<file path="config.mk">
export PLATFORM = sky130hd
export DESIGN_NAME = discrete_accel_profile_step
export DESIGN_NICKNAME = d
export VERILOG_FILES = /design/src/sv/dap_pkg.sv /design/src/sv/dap_div.sv /design/src/sv/dap_fsm.sv /design/src/sv/discrete_accel_profile_step.sv
export SDC_FILE = /design/constraint.sdc
export NUM_CORES = 2
export LEC_CHECK = 0
export BUFFER_PORTS_ARGS = -buffer_cell sky130_fd_sc_hd__buf_2
export CAP_MARGIN = 20
export CORE_UTILIZATION = 55
export CTS_CLUSTER_SIZE = 40
export DETAILED_ROUTE_END_ITERATION = 10
export PLACE_DENSITY = 0.7
export RECOVER_POWER = 50
export SLEW_MARGIN = 5
export SYNTH_ARGS = -nofsm -noshare
export SYNTH_HDL_FRONTEND = slang
export SYNTH_SLANG_ARGS = --single-unit
</file>
<file path="constraint.sdc">
create_clock -name i_clk -period 16.8 [get_ports i_clk]
set_clock_uncertainty 0.05 [all_clocks]
set_input_delay 4.2 -clock i_clk [delete_from_list [all_inputs] [get_ports i_clk]]
set_output_delay 4.2 -clock i_clk [all_outputs]
set_load 0.05 [all_outputs]
</file>
<file path="src/sv/dap_pkg.sv">
package dap_pkg;

    // Iteration guard of the acceleration reduction loop
    localparam int MAX_ITER = 65536;

    // Field widths
    localparam int DIST_W  = 32;
    localparam int VEL_W   = 16;
    localparam int ACCO_W  = 17;
    localparam int VMAX_W  = 15;
    localparam int AMAX_W  = 12;
    localparam int CFG_D_W = 16;
    localparam int CFG_I_W = 1;

    // Internal widths, derived from the guard
    localparam int STEP_W  = $clog2(MAX_ITER + 1);
    localparam int ACC_W   = $clog2(MAX_ITER + 65536) + 2;
    localparam int SV_W    = ACC_W + 1;
    localparam int MAG_W   = SV_W;
    localparam int PROD_W  = 2 * (MAG_W + 1);
    localparam int SUM_W   = PROD_W + 2;
    localparam int DCNT_W  = $clog2(MAG_W + 1);

    // Register reset values
    localparam logic [VMAX_W-1:0] VMAX_RESET = VMAX_W'(1000);
    localparam logic [AMAX_W-1:0] AMAX_RESET = AMAX_W'(10);

    // Register indexes
    localparam logic [CFG_I_W-1:0] CFG_MAX_VELOCITY = 1'b0;
    localparam logic [CFG_I_W-1:0] CFG_MAX_ACCEL    = 1'b1;

    // Direction codes
    localparam logic signed [1:0] DIR_ZERO = 2'sd0;
    localparam logic signed [1:0] DIR_POS  = 2'sd1;
    localparam logic signed [1:0] DIR_NEG  = -2'sd1;

    typedef struct packed {
        logic signed [DIST_W-1:0] distance;
        logic signed [VEL_W-1:0]  velocity;
        logic signed [VEL_W-1:0]  goal_velocity;
    } t_in_beat;

    typedef struct packed {
        logic signed [ACCO_W-1:0] accel;
        logic                     hit_limit;
    } t_out_beat;

    typedef enum logic [3:0] {
        ST_IDLE,
        ST_INIT,
        ST_GDIV,
        ST_GMUL,
        ST_GSTORE,
        ST_VDIV,
        ST_MUL,
        ST_CMP,
        ST_DONE
    } t_dap_state;

    // Datapath status seen by the sequencer
    typedef struct packed {
        logic in_valid;
        logic div_done;
        logic overshoot;
        logic at_limit;
        logic out_free;
    } t_dap_status;

    // Sequencer controls for the datapath
    typedef struct packed {
        logic in_ready;
        logic load_in;
        logic init;
        logic div_go;
        logic div_goal;
        logic mul_en;
        logic mul_goal;
        logic gb_load;
        logic loop_load;
        logic step;
        logic set_limit;
        logic finish;
    } t_dap_ctrl;

endpackage

</file>
<file path="src/sv/dap_div.sv">
// Restoring divider, one quotient bit per cycle
module dap_div (
    input  logic                        i_clk,
    input  logic                        i_rst_n,
    input  logic                        i_start,
    input  logic [dap_pkg::MAG_W-1:0]   i_num,
    input  logic [dap_pkg::AMAX_W-1:0]  i_den,
    output logic [dap_pkg::MAG_W-1:0]   o_quo,
    output logic [dap_pkg::AMAX_W-1:0]  o_rem,
    output logic                        o_done
);

    logic [dap_pkg::MAG_W-1:0]  r_num;
    logic [dap_pkg::AMAX_W-1:0] r_rem;
    logic [dap_pkg::AMAX_W-1:0] r_den;
    logic [dap_pkg::DCNT_W-1:0] r_cnt;
    logic                       r_done;
    logic [dap_pkg::AMAX_W:0]   trial;
    logic                       ge;

    // Trial subtract of the next partial remainder
    always_comb begin
        trial = {r_rem, r_num[dap_pkg::MAG_W-1]};
        ge    = (trial >= {1'b0, r_den});
    end

    // Counter and done pulse
    always_ff @(posedge i_clk) begin
        if (!i_rst_n) begin
            r_cnt  <= '0;
            r_done <= 1'b0;
        end else if (i_start) begin
            r_cnt  <= dap_pkg::DCNT_W'(dap_pkg::MAG_W);
            r_done <= 1'b0;
        end else if (r_cnt != '0) begin
            r_cnt  <= r_cnt - 1'b1;
            r_done <= (r_cnt == dap_pkg::DCNT_W'(1));
        end else begin
            r_done <= 1'b0;
        end
    end

    // Shift register: numerator bits out, quotient bits in
    always_ff @(posedge i_clk) begin
        if (i_start) begin
            r_num <= i_num;
            r_rem <= '0;
            r_den <= i_den;
        end else if (r_cnt != '0) begin
            r_num <= {r_num[dap_pkg::MAG_W-2:0], ge};
            r_rem <= ge ? dap_pkg::AMAX_W'(trial - {1'b0, r_den})
                        : trial[dap_pkg::AMAX_W-1:0];
        end
    end

    assign o_quo  = r_num;
    assign o_rem  = r_rem;
    assign o_done = r_done;

endmodule

</file>
<file path="src/sv/dap_fsm.sv">
// Sequencer: goal braking distance, loop setup, reduction loop, result
module dap_fsm (
    input  logic                 i_clk,
    input  logic                 i_rst_n,
    input  dap_pkg::t_dap_status i_status,
    output dap_pkg::t_dap_ctrl   o_ctrl
);

    dap_pkg::t_dap_state r_state;
    dap_pkg::t_dap_state n_state;

    always_ff @(posedge i_clk) begin
        if (!i_rst_n) begin
            r_state <= dap_pkg::ST_IDLE;
        end else begin
            r_state <= n_state;
        end
    end

    always_comb begin
        n_state = r_state;
        o_ctrl  = '0;
        case (r_state)
            dap_pkg::ST_IDLE: begin
                o_ctrl.in_ready = 1'b1;
                if (i_status.in_valid) begin
                    o_ctrl.load_in = 1'b1;
                    n_state        = dap_pkg::ST_INIT;
                end
            end
            // pick start accel, start |goal| / amax
            dap_pkg::ST_INIT: begin
                o_ctrl.init     = 1'b1;
                o_ctrl.div_go   = 1'b1;
                o_ctrl.div_goal = 1'b1;
                n_state         = dap_pkg::ST_GDIV;
            end
            dap_pkg::ST_GDIV: begin
                if (i_status.div_done) begin
                    n_state = dap_pkg::ST_GMUL;
                end
            end
            dap_pkg::ST_GMUL: begin
                o_ctrl.mul_en   = 1'b1;
                o_ctrl.mul_goal = 1'b1;
                n_state         = dap_pkg::ST_GSTORE;
            end
            // store goal term, start |v + accel| / amax
            dap_pkg::ST_GSTORE: begin
                o_ctrl.gb_load = 1'b1;
                o_ctrl.div_go  = 1'b1;
                n_state        = dap_pkg::ST_VDIV;
            end
            dap_pkg::ST_VDIV: begin
                if (i_status.div_done) begin
                    o_ctrl.loop_load = 1'b1;
                    n_state          = dap_pkg::ST_MUL;
                end
            end
            dap_pkg::ST_MUL: begin
                o_ctrl.mul_en = 1'b1;
                n_state       = dap_pkg::ST_CMP;
            end
            // overshoot test, then one reduction step or stop
            dap_pkg::ST_CMP: begin
                if (!i_status.overshoot) begin
                    n_state = dap_pkg::ST_DONE;
                end else if (i_status.at_limit) begin
                    o_ctrl.set_limit = 1'b1;
                    n_state          = dap_pkg::ST_DONE;
                end else begin
                    o_ctrl.step = 1'b1;
                    n_state     = dap_pkg::ST_MUL;
                end
            end
            dap_pkg::ST_DONE: begin
                if (i_status.out_free) begin
                    o_ctrl.finish = 1'b1;
                    n_state       = dap_pkg::ST_IDLE;
                end
            end
            default: begin
                n_state = dap_pkg::ST_IDLE;
            end
        endcase
    end

endmodule

</file>
<file path="src/sv/discrete_accel_profile_step.sv">
// Discrete trapezoidal profile: acceleration for one timestep.
// Input channel (i_in_valid / o_in_ready, i_in_beat): distance to target,
// current velocity and goal velocity. Output channel (o_out_valid /
// i_out_ready, o_out_beat): chosen accel, saturated to 17 bits, and
// hit_limit when the reduction loop ran into its iteration guard.
// Config channel (i_cfg_valid / o_cfg_ready, i_cfg_index, i_cfg_data):
// index 0 max_velocity, index 1 max_accel; always ready; writes must come only idle, left unenforced by the block.
// The result beat follows two passes of the bit-serial divider, then one
// pass through the shared multiplier and the overshoot compare for each
// loop test, with 0..MAX_ITER reduction steps before the stop.
// One item is worked at a time; o_in_ready is high only while idle.
// A finished result sits in the output register; the next beat is taken
// while it waits. If the receiver stalls with a result still held, the
// following result waits in the sequencer until that register frees up.
// Reset clears the sequencer and output valid and loads max_velocity 1000
// and max_accel 10. A max_accel of zero acts as one.
module discrete_accel_profile_step (
    input  logic                              i_clk,
    input  logic                              i_rst_n,
    input  logic                              i_in_valid,
    output logic                              o_in_ready,
    input  dap_pkg::t_in_beat                 i_in_beat,
    output logic                              o_out_valid,
    input  logic                              i_out_ready,
    output dap_pkg::t_out_beat                o_out_beat,
    input  logic                              i_cfg_valid,
    output logic                              o_cfg_ready,
    input  logic [dap_pkg::CFG_I_W-1:0]       i_cfg_index,
    input  logic [dap_pkg::CFG_D_W-1:0]       i_cfg_data
);

    localparam int ACC_W  = dap_pkg::ACC_W;
    localparam int SV_W   = dap_pkg::SV_W;
    localparam int MAG_W  = dap_pkg::MAG_W;
    localparam int PROD_W = dap_pkg::PROD_W;
    localparam int SUM_W  = dap_pkg::SUM_W;
    localparam int AW     = dap_pkg::AMAX_W;
    localparam int ACCO_SAT_W = dap_pkg::ACCO_W;

    dap_pkg::t_dap_ctrl   ctrl;
    dap_pkg::t_dap_status status;

    // Config registers
    logic [dap_pkg::VMAX_W-1:0] r_cfg_vmax;
    logic [AW-1:0]              r_cfg_amax;
    logic [AW-1:0]              amax_eff;

    // Item registers
    dap_pkg::t_in_beat          r_in;
    logic signed [1:0]          r_dir;
    logic signed [ACC_W-1:0]    r_acc;
    logic signed [SUM_W-1:0]    r_base;
    logic signed [SV_W-1:0]     r_sv;
    logic [MAG_W-1:0]           r_m;
    logic [MAG_W-1:0]           r_q;
    logic [AW-1:0]              r_r;
    logic [dap_pkg::STEP_W-1:0] r_steps;
    logic                       r_limit;
    logic [PROD_W-1:0]          r_prod;
    logic                       r_ovalid;
    dap_pkg::t_out_beat         r_obeat;

    // Start selection signals
    logic signed [32:0]         dist_x;
    logic signed [12:0]         amax_s;
    logic signed [15:0]         vmax_s;
    logic signed [1:0]          dir0;
    logic signed [18:0]         dv;
    logic signed [16:0]         vg;
    logic                       c1, c2, c3;
    logic signed [ACC_W-1:0]    a1, a2, a3, a4;
    logic signed [ACC_W-1:0]    acc0;
    logic signed [1:0]          dir_start;

    // Divider and multiplier signals
    logic [16:0]                goal_mag;
    logic signed [SV_W-1:0]     sv0;
    logic [MAG_W-1:0]           sv_mag;
    logic [MAG_W-1:0]           div_num;
    logic [MAG_W-1:0]           div_quo;
    logic [AW-1:0]              div_rem;
    logic                       div_done;
    logic [MAG_W:0]             mul_a;
    logic [MAG_W:0]             mul_b;
    logic [PROD_W-1:0]          prod;

    // Braking distance and loop test
    logic signed [SUM_W-1:0]    half_s;
    logic signed [SUM_W-1:0]    bd;
    logic signed [SUM_W-1:0]    gbv;
    logic signed [SUM_W-1:0]    tsum;
    logic                       overshoot;
    logic                       mag_dec;
    logic signed [ACCO_SAT_W-1:0] acc_sat;

    assign o_cfg_ready = 1'b1;
    assign amax_eff    = (r_cfg_amax == '0) ? AW'(1) : r_cfg_amax;

    // Config writes
    always_ff @(posedge i_clk) begin
        if (!i_rst_n) begin
            r_cfg_vmax <= dap_pkg::VMAX_RESET;
            r_cfg_amax <= dap_pkg::AMAX_RESET;
        end else if (i_cfg_valid && o_cfg_ready) begin
            case (i_cfg_index)
                dap_pkg::CFG_MAX_VELOCITY: r_cfg_vmax <= i_cfg_data[dap_pkg::VMAX_W-1:0];
                dap_pkg::CFG_MAX_ACCEL:    r_cfg_amax <= i_cfg_data[AW-1:0];
                default: ;
            endcase
        end
    end

    // Starting acceleration: velocity cap, settle, near target, full accel
    always_comb begin
        dist_x = 33'(r_in.distance);
        amax_s = $signed({1'b0, amax_eff});
        vmax_s = $signed({1'b0, r_cfg_vmax});
        if (r_in.distance > 0) begin
            dir0 = dap_pkg::DIR_POS;
        end else if (r_in.distance < 0) begin
            dir0 = dap_pkg::DIR_NEG;
        end else begin
            dir0 = dap_pkg::DIR_ZERO;
        end
        if (dir0 == dap_pkg::DIR_POS) begin
            dv = 19'(r_in.velocity);
            a1 = ACC_W'(vmax_s) - ACC_W'(r_in.velocity);
            a4 = ACC_W'(amax_s);
        end else if (dir0 == dap_pkg::DIR_NEG) begin
            dv = -19'(r_in.velocity);
            a1 = -ACC_W'(vmax_s) - ACC_W'(r_in.velocity);
            a4 = -ACC_W'(amax_s);
        end else begin
            dv = 19'sd0;
            a1 = -ACC_W'(r_in.velocity);
            a4 = ACC_W'(0);
        end
        vg = 17'(r_in.velocity) - 17'(r_in.goal_velocity);
        c1 = (dv + 19'(amax_s)) > 19'(vmax_s);
        c2 = (r_in.distance == 0) && (vg <= 17'(amax_s)) && (vg >= -17'(amax_s));
        c3 = (dist_x <= 33'(amax_s)) && (dist_x >= -33'(amax_s));
        a2 = ACC_W'(r_in.goal_velocity) - ACC_W'(r_in.velocity);
        a3 = ACC_W'(dist_x - 33'(r_in.velocity));
        dir_start = dir0;
        if (c1) begin
            acc0 = a1;
        end else if (c2) begin
            acc0 = a2;
            if (a2 > 0) begin
                dir_start = dap_pkg::DIR_POS;
            end else if (a2 < 0) begin
                dir_start = dap_pkg::DIR_NEG;
            end else begin
                dir_start = dap_pkg::DIR_ZERO;
            end
        end else if (c3) begin
            acc0 = a3;
        end else begin
            acc0 = a4;
        end
    end

    // Divider numerator: |goal| or |v + accel|
    always_comb begin
        goal_mag = r_in.goal_velocity[dap_pkg::VEL_W-1]
                 ? 17'(-17'(r_in.goal_velocity)) : 17'(r_in.goal_velocity);
        sv0      = SV_W'(r_in.velocity) + SV_W'(r_acc);
        sv_mag   = sv0[SV_W-1] ? MAG_W'(-sv0) : MAG_W'(sv0);
        div_num  = ctrl.div_goal ? MAG_W'(goal_mag) : sv_mag;
    end

    dap_div u_div (
        .i_clk   (i_clk),
        .i_rst_n (i_rst_n),
        .i_start (ctrl.div_go),
        .i_num   (div_num),
        .i_den   (amax_eff),
        .o_quo   (div_quo),
        .o_rem   (div_rem),
        .o_done  (div_done)
    );

    // Shared multiplier: (q + 1) * (m + r), braking distance is half of it
    always_comb begin
        if (ctrl.mul_goal) begin
            mul_a = (MAG_W + 1)'(div_quo) + 1'b1;
            mul_b = (MAG_W + 1)'(goal_mag) + (MAG_W + 1)'(div_rem);
        end else begin
            mul_a = (MAG_W + 1)'(r_q) + 1'b1;
            mul_b = (MAG_W + 1)'(r_m) + (MAG_W + 1)'(r_r);
        end
        prod = mul_a * mul_b;
    end

    // Overshoot test of the current accel
    always_comb begin
        half_s  = SUM_W'($signed({1'b0, r_prod[PROD_W-1:1]}));
        bd      = r_sv[SV_W-1] ? -half_s : half_s;
        gbv     = r_in.goal_velocity[dap_pkg::VEL_W-1] ? -half_s : half_s;
        tsum    = bd + r_base;
        if (r_dir == dap_pkg::DIR_POS) begin
            overshoot = (tsum > 0);
        end else if (r_dir == dap_pkg::DIR_NEG) begin
            overshoot = (tsum < 0);
        end else begin
            overshoot = 1'b0;
        end
        mag_dec = ((r_dir == dap_pkg::DIR_POS) && (r_sv > 0))
               || ((r_dir == dap_pkg::DIR_NEG) && (r_sv < 0));
    end

    // Item datapath
    always_ff @(posedge i_clk) begin
        if (ctrl.load_in) begin
            r_in <= i_in_beat;
        end
        if (ctrl.init) begin
            r_acc   <= acc0;
            r_dir   <= dir_start;
            r_steps <= '0;
            r_limit <= 1'b0;
        end
        if (ctrl.mul_en) begin
            r_prod <= prod;
        end
        if (ctrl.gb_load) begin
            r_base <= SUM_W'(r_in.velocity) - gbv - SUM_W'(r_in.distance);
        end
        if (ctrl.loop_load) begin
            r_sv <= sv0;
            r_m  <= sv_mag;
            r_q  <= div_quo;
            r_r  <= div_rem;
        end
        if (ctrl.set_limit) begin
            r_limit <= 1'b1;
        end
        // one reduction step: accel and v + accel move against direction
        if (ctrl.step) begin
            r_acc   <= r_acc - ACC_W'(r_dir);
            r_sv    <= r_sv - SV_W'(r_dir);
            r_steps <= r_steps + 1'b1;
            if (mag_dec) begin
                r_m <= r_m - 1'b1;
                if (r_r == '0) begin
                    r_r <= amax_eff - 1'b1;
                    r_q <= r_q - 1'b1;
                end else begin
                    r_r <= r_r - 1'b1;
                end
            end else begin
                r_m <= r_m + 1'b1;
                if (r_r == amax_eff - 1'b1) begin
                    r_r <= '0;
                    r_q <= r_q + 1'b1;
                end else begin
                    r_r <= r_r + 1'b1;
                end
            end
        end
    end

    // Saturate accel to the output field
    always_comb begin
        if (r_acc > ACC_W'(65535)) begin
            acc_sat = ACCO_SAT_W'(65535);
        end else if (r_acc < ACC_W'(-65536)) begin
            acc_sat = ACCO_SAT_W'(-65536);
        end else begin
            acc_sat = r_acc[ACCO_SAT_W-1:0];
        end
    end

    // Output register
    always_ff @(posedge i_clk) begin
        if (!i_rst_n) begin
            r_ovalid <= 1'b0;
        end else if (ctrl.finish) begin
            r_ovalid <= 1'b1;
        end else if (i_out_ready) begin
            r_ovalid <= 1'b0;
        end
    end

    always_ff @(posedge i_clk) begin
        if (ctrl.finish) begin
            r_obeat.accel     <= acc_sat;
            r_obeat.hit_limit <= r_limit;
        end
    end

    // Sequencer
    always_comb begin
        status.in_valid  = i_in_valid;
        status.div_done  = div_done;
        status.overshoot = overshoot;
        status.at_limit  = (r_steps == dap_pkg::STEP_W'(dap_pkg::MAX_ITER));
        status.out_free  = !r_ovalid || i_out_ready;
    end

    dap_fsm u_fsm (
        .i_clk    (i_clk),
        .i_rst_n  (i_rst_n),
        .i_status (status),
        .o_ctrl   (ctrl)
    );

    assign o_in_ready  = ctrl.in_ready;
    assign o_out_valid = r_ovalid;
    assign o_out_beat  = r_obeat;

endmodule

</file>
Word-level counts from Yosys, hierarchy flattened:

Index checks and enable logic that the tools add are counted.

* eq/ne operators: 19
* multipliers: 1
* reductions and logical operators: 24
* $lt $le $gt $ge: 16
* add/sub/neg operators: 34
* mux-type cells: 74
* bitwise logic cells: 3

Operators by type and width (number)
* 20-bit 2-to-1 mux: 14
* 19-bit 2-to-1 mux: 11
* 44-bit 2-to-1 mux: 2
* 12-bit 2-to-1 mux: 7
* 17-bit 2-to-1 mux: 4
* 16-bit by 16-bit subtractor with 17-bit output: 3
* 44-bit adder: 1
* 44-bit by 1-bit greater-than comparator with 1-bit output (second input constant): 1
* 44-bit by 1-bit less-than comparator with 1-bit output (second input constant): 1
* 41-bit negator with 44-bit output: 1
* 16-bit by 44-bit subtractor with 44-bit output: 1
* 44-bit by 32-bit subtractor with 44-bit output: 1
* 20-bit by 1-bit adder with 21-bit output (second input constant): 2
* 21-bit by 21-bit multiplier with 42-bit output: 1
* 21-bit 2-to-1 mux: 2
* 20-bit by 1-bit adder with 20-bit output (second input constant): 2
* 20-bit by 1-bit subtractor with 20-bit output (second input constant): 2
* 19-bit by 16-bit subtractor with 19-bit output: 2
* 4-bit case mux with 9 select lines: 1
* 32-bit by 33-bit greater-or-equal comparator with 1-bit output: 1
* 12-bit negator with 33-bit output: 1
* 32-bit by 1-bit greater-than comparator with 1-bit output (second input constant): 1
* 32-bit by 13-bit <= comparator with 1-bit output: 1
* 32-bit zero test: 1
* 54 further kinds: 107

* output and inout port bits: 21
* logic and storage cells: 196
* flip-flop bits (word level): 361
* bits of input ports: 86

Depth between registers and ports, before layout:

* word-level depth: 11
* mapped depth: 46
* mapped depth without buffers: 43

Modules after synthesis:

Synthesis repeated with hierarchy kept, for this count alone.

* cell total of the unflattened synthesis: 6161
* area, all modules: 52321.4 um^2

Modules (own cells, without submodules)
* discrete_accel_profile_step: instances 1, seq. area each 8698.3 um^2, area each 49376.1 um^2, cells each 5900
* dap_div: instances 1, seq. area each 1321.3 um^2, area each 2592.5 um^2, cells each 217
* dap_fsm: instances 1, seq. area each 80.1 um^2, area each 352.8 um^2, cells each 44

Worst setup path before layout:

No wires, ideal clock.

* kind: register to register
* from: reg u_fsm.r_state[2]
* to: reg r_prod[41] (data pin)
* stages on the path, launching flop included: 44
* path slack: 5.109 ns
* buffers on the path: 9
* arrival time: 11.376 ns
* period minus slack after synthesis: 11.691 ns
* setup time: 0.265 ns
* data required time: 16.485 ns
* cell sequence: dfxtp_1 clkbuf_1 nor3_1 clkbuf_1 clkbuf_1 buf_1 clkbuf_1 buf_1 buf_1 nand2_1 o21ai_0 ha_1 clkbuf_1 o21ai_1 or3_1 a21o_1 a21o_1 a21o_1 (+8 left out) inv_1 fa_1 fa_1 fa_1 inv_1 fa_1 inv_1 ha_1 and4_1 nor4bb_1 a2111oi_0 a21oi_1 a2111oi_0 o31ai_1 a41oi_1 a21oi_1 o21ai_0 a31oi_1

* word-level cells in the longest chain between the ends: 4
* elaborated cells between the ends (all ways): 5
* classes of those cells: mul: 1; eq/ne: 1; mux: 3

RTL lines
* start, declared: RTL line dap_fsm.sv:9 `dap_pkg::t_dap_state r_state;`
* start signal, assigned: RTL line dap_fsm.sv:14 `r_state <= dap_pkg::ST_IDLE;`
* start signal, assigned: RTL line dap_fsm.sv:16 `r_state <= n_state;`
* 4-bit by 2-bit equality test with 1-bit output (*): RTL line dap_fsm.sv:23 `case (r_state)`
* 1-bit 2-to-1 mux (*): RTL line dap_fsm.sv:23
* 21-bit 2-to-1 mux: RTL line discrete_accel_profile_step.sv:185 `if (ctrl.mul_goal) begin`
* 21-bit by 21-bit multiplier with 42-bit output (*): RTL line discrete_accel_profile_step.sv:192 `prod = mul_a * mul_b;`
* named net prod[41]: RTL line discrete_accel_profile_step.sv:85 `logic [PROD_W-1:0] prod;`
* end signal, assigned: RTL line discrete_accel_profile_step.sv:224 `r_prod <= prod;`
* end, declared: RTL line discrete_accel_profile_step.sv:59 `logic [PROD_W-1:0] r_prod;`

The timed path passes the listed nets; every way through them passes the cells marked *.
A chain may end at the register's enable or synchronous reset.

Worst setup path after layout:

* from: reg r_in[15] (netlist bit)
* to: reg r_prod[41] (data pin)

* word-level cells in the longest chain between the ends: 5

RTL lines
* start, declared: RTL line discrete_accel_profile_step.sv:49 `dap_pkg::t_in_beat r_in;`
* start signal, assigned: RTL line discrete_accel_profile_step.sv:215 `r_in <= i_in_beat;`
* 16-bit negator with 17-bit output: RTL line discrete_accel_profile_step.sv:166 `? 17'(-17'(r_in.goal_velocity)) : 17'(r_in.goal_velocity);`
* 17-bit 2-to-1 mux (*): RTL line discrete_accel_profile_step.sv:166
* 17-bit by 12-bit adder with 18-bit output (*): RTL line discrete_accel_profile_step.sv:187 `mul_b = (MAG_W + 1)'(goal_mag) + (MAG_W + 1)'(div_rem);`
* 21-bit 2-to-1 mux (*): RTL line discrete_accel_profile_step.sv:185
* 21-bit by 21-bit multiplier with 42-bit output (*): RTL line discrete_accel_profile_step.sv:192
* named net prod[41]: RTL line discrete_accel_profile_step.sv:85

Marked as above.

==> metrics.json <==
{
  "routing": {
    "route.detailed.vias_per_inst": 6.11,
    "firstDrtPassIters": 6,
    "wl_per_cell_microns": 22.5,
    "drc": 0,
    "detailedRoute.firstIterationViolations": 4430,
    "postRouteWirelength_mm": 168,
    "overall_via_count_from_detail_route": 45631,
    "antenna_violating_nets_post_route": 0
  },
  "timing": {
    "finalCriticalPeriod_ns": 13.95,
    "fin_tns_setup_ns": 0,
    "max-slew-margin-rel_pct": -150,
    "holdWs_ns": 0.398,
    "post-route-period-util_pct": 83.0,
    "max_freq_mhz": 71.7,
    "rsz_0062_raised_after_global_routing": "no",
    "worst-slew-pin-transition_ns": 3.75,
    "finalSetupViolCount": 0,
    "timing.final.hold_violations": 0,
    "drv_slew": 257,
    "final.setup.worst_slack_ns": 2.85
  },
  "layout": {
    "finalNonFillerCells": 7464,
    "finish.utilization_pct": 59.5,
    "proportion_of_layout_cells_with_a_drive_suffix_above_1_pct": 5.74,
    "final.fill_count": 8511,
    "synthToLayoutAreaGrowth_pct": 6.67,
    "numnets_final": 7237
  },
  "critical_path": {
    "crit_path_max_fanout": 53,
    "path_common_cell": "sky130_fd_sc_hd__fa_1",
    "critPathSlowestCell": "sky130_fd_sc_hd__clkbuf_1",
    "timing.critical_path.from_type": "flip-flop",
    "setup_crit_end_kind": "flip-flop",
    "timing.critical_path.arrival_ns": 14.26,
    "cp_data_required_time_ns": 17.12,
    "critical-path-max-stage-delay_ns": 2.05,
    "critical_path_class": "reg -> reg"
  },
  "logic_synthesis": {
    "yosysUniqueCellTypes": 94,
    "number_of_flip_flops_and_latches_in_the_synthesized_netlist": 360,
    "synth_top_family_by_area": "adder cells",
    "synth-main-ff-cell": "sky130_fd_sc_hd__edfxtp_1",
    "synth_compound_gate_area_share_pct": 15.4,
    "post_synthesis_xor_xnor_area_fraction_pct": 8.05,
    "asyncSetResetFlopFracSynth_pct": 0,
    "ys.warnings.count": 0,
    "synth.yosys.seq_area_share_pct": 19.4,
    "syn-instance-count": 6167,
    "synth.avg_cell_area_sq_um": 8.46,
    "synthMuxAreaShare_pct": 2.89,
    "synth_area_sq_mm": 0.0522,
    "adder_cell_area_share_of_the_yosys_netlist_pct": 29.4,
    "yosys.area_share.simple_pct": 17.7,
    "synth_edf_count": 289
  },
  "global_route": {
    "grt.total_usage_pct": 35.1,
    "grt_max_degree": 74,
    "first_global_vias": 44482,
    "grt_pass1_wl_mm": 257,
    "grt.overflow.total": 0,
    "antenna_found_initial": 8
  },
  "place": {
    "globalplace.congestion": 1.00,
    "dpl_worst_slack_ns": 4.61,
    "placedCellCount": 7379,
    "dp.final_hpwl_mm": 132,
    "port-buffer-count": 104
  },
  "floorplanning": {
    "floorplan.die.width_microns": 310,
    "num_rows": 112,
    "top_level_ports": 107,
    "initial_utilization_pct": 55.7,
    "fp.dieH_microns": 310,
    "area_of_the_die_sq_mm": 0.0961,
    "floorplan_core_area_sq_mm": 0.0936
  },
  "clock_network": {
    "numCtsBuffers": 45,
    "clock_latency_ns": 0.60,
    "ctsHtreeMaxLevel": 2,
    "postCtsHoldBufs": 0,
    "cts_tree": "yes",
    "cts_setup_buffers": 0,
    "clock_sink_count": 360,
    "cts.path.max_buffers": 3,
    "clk_root_buffer_cell": "sky130_fd_sc_hd__clkbuf_16",
    "clkTransAtPathRegs_ns": 0.06,
    "cts_resized": 0
  },
  "job": {
    "maxCapViolCount": 6
  },
  "worst_hold_path": {
    "hp-class": "reg -> reg"
  },
  "pwr": {
    "peakVddDrop_uv": 94.9,
    "p_leak_uw": 0.0247,
    "power-per-cell-area_mw_per_mm2": 122
  },
  "outcome": {
    "outcome": "complete, but fails checks",
    "violated_checks": "capacitance limit, slew limit"
  }
}
==> metrics by stage <==
step	instance area, sq um	total power, uW
floorplan	52200	4470
global placement	54200	5580
detailed placement	54200	5650
CTS	55700	6720
global route	55700	7300
finish	55700	6800
==> layer usage <==
| metal | share of wire (%) | track usage, % | vias up |
|---|---|---|---|
| li1 | - | - | 21166 |
| met4 | 4.2 | 14.8 | 2 |
| met5 | 0.0042 | 0 | - |
| met1 | 42 | 47.5 | 22132 |
| met2 | 43 | 53.4 | 1991 |
| met3 | 10 | 8.63 | 340 |
==> cell usage after synthesis, types with 18 or more instances <==
master,n,area share (%)
sky130_fd_sc_hd__a21boi_0,47,0.68
sky130_fd_sc_hd__o41ai_1,18,0.30
sky130_fd_sc_hd__o21ai_0,259,2.5
sky130_fd_sc_hd__clkbuf_1,223,1.6
sky130_fd_sc_hd__nand4_1,51,0.61
sky130_fd_sc_hd__nor2b_1,67,0.80
sky130_fd_sc_hd__a211o_1,18,0.30
sky130_fd_sc_hd__edfxtp_1,289,17
sky130_fd_sc_hd__mux2i_1,107,2.1
sky130_fd_sc_hd__nor3_1,114,1.1
sky130_fd_sc_hd__o22ai_1,44,0.53
sky130_fd_sc_hd__o31ai_1,45,0.65
sky130_fd_sc_hd__a21o_1,122,1.8
sky130_fd_sc_hd__a211oi_1,37,0.53
sky130_fd_sc_hd__o211ai_1,35,0.50
sky130_fd_sc_hd__o21a_1,48,0.69
sky130_fd_sc_hd__o21ai_1,28,0.27
sky130_fd_sc_hd__dfxtp_1,71,2.7
sky130_fd_sc_hd__a2111oi_0,22,0.37
sky130_fd_sc_hd__or3_1,54,0.65
sky130_fd_sc_hd__or2_2,24,0.29
sky130_fd_sc_hd__inv_1,731,5.3
sky130_fd_sc_hd__xor2_1,137,2.3
sky130_fd_sc_hd__and2_1,104,1.2
sky130_fd_sc_hd__nor4_1,48,0.58
sky130_fd_sc_hd__fa_1,415,16
sky130_fd_sc_hd__and3_1,56,0.67
sky130_fd_sc_hd__nor2_1,462,3.3
sky130_fd_sc_hd__ha_1,562,13
sky130_fd_sc_hd__xnor2_1,341,5.7
sky130_fd_sc_hd__a31oi_1,42,0.50
sky130_fd_sc_hd__nand2b_1,51,0.61
sky130_fd_sc_hd__o21bai_1,35,0.50
sky130_fd_sc_hd__nand3_1,158,1.5
sky130_fd_sc_hd__nand2_1,701,5.0
sky130_fd_sc_hd__a21oi_1,319,3.1
sky130_fd_sc_hd__or4_1,23,0.33
==> area by class of cell <==
type	count	area, sq um	share of cell area, %
Sequential cell	360	10100	18.1
Antenna cell	3	7.51	0.0135
Timing Repair Buffer	204	1250	2.24
Inverter	737	2770	4.97
Tap cell	1254	1570	2.82
Multi-Input combinational cell	4826	38500	69.1
Clock buffer	53	1190	2.13
Clock inverter	27	329	0.591
==> power by group <==
group | switching [uW] | internal (uW)
Sequential | 240 | 1270
Combinational | 2580 | 1670
Clock | 428 | 612
==> cell usage in the layout, fill, tap and decap left out, types with 22 or more instances in the layout <==
master and n:
sky130_fd_sc_hd__o21ai_1 28, sky130_fd_sc_hd__xnor2_1 339, sky130_fd_sc_hd__a21oi_1 317, sky130_fd_sc_hd__or3_1 54
sky130_fd_sc_hd__and2_1 103, sky130_fd_sc_hd__o21bai_1 35, sky130_fd_sc_hd__a211oi_1 37, sky130_fd_sc_hd__o21a_1 48
sky130_fd_sc_hd__buf_4 90, sky130_fd_sc_hd__xor2_1 137, sky130_fd_sc_hd__inv_1 730, sky130_fd_sc_hd__o31ai_1 43
sky130_fd_sc_hd__dfxtp_1 71, sky130_fd_sc_hd__o211ai_1 35, sky130_fd_sc_hd__o22ai_1 44, sky130_fd_sc_hd__nor4_1 47
sky130_fd_sc_hd__nand4_1 51, sky130_fd_sc_hd__nand2_1 700, sky130_fd_sc_hd__nor2_1 461, sky130_fd_sc_hd__mux2i_1 105
sky130_fd_sc_hd__ha_1 562, sky130_fd_sc_hd__a31oi_1 41, sky130_fd_sc_hd__nor3_1 110, sky130_fd_sc_hd__o21ai_0 259
sky130_fd_sc_hd__or4_1 23, sky130_fd_sc_hd__nand3_1 157, sky130_fd_sc_hd__and3_1 56, sky130_fd_sc_hd__a21o_1 122
sky130_fd_sc_hd__nand2b_1 51, sky130_fd_sc_hd__fa_1 415, sky130_fd_sc_hd__edfxtp_1 289, sky130_fd_sc_hd__nor2b_1 65
sky130_fd_sc_hd__clkbuf_16 45, sky130_fd_sc_hd__a2111oi_0 22, sky130_fd_sc_hd__buf_2 96, sky130_fd_sc_hd__or2_2 24
sky130_fd_sc_hd__a21boi_0 47
==> critical path, delay by kind of cell, from the launching register on <==
family	cells	cell delay, ns
AO/OA/AOI/OAI	16	4.06
adder cells (fa/ha/maj)	9	4.32
buffers and inverters	6	2.44
XOR/XNOR	2	0.58
AND/OR/NAND/NOR	5	0.90
multiplexers	1	0.83
flip-flops	1	0.51
==> final timing paths <==
path	from	end	slack, ns	cells past startpoint
max	r_in[15]	r_prod[41]	2.85	39
min	r_limit	o_out_beat[0]	0.40	0
max reg2reg	r_in[15]	r_prod[41]	2.85	39
min reg2reg	r_limit	o_out_beat[0]	0.40	0
==> cell families after synthesis <==
group / Yosys count
other cells: 2
flops: 360
simple gates: 1969
xor+xnor: 479
compound gates: 1249
fa+ha+maj: 977
mux: 140
buf+inv: 991
==> flip-flops by register name, summed over array words and instances, names as in the netlist, 2 cells and up <==
register / count
dist_x: 32
o_out_beat: 18
r_acc: 19
r_base: 44
r_cfg_amax: 12
r_cfg_vmax: 15
r_dir: 2
r_in: 32
r_m: 20
r_prod: 41
r_q: 20
r_r: 12
r_steps: 17
r_sv: 20
u_div.o_quo: 20
u_div.o_rem: 12
u_div.r_cnt: 5
u_div.r_den: 12
u_fsm.r_state: 4
No activity file was read; power rests on OpenSTA's default activity.
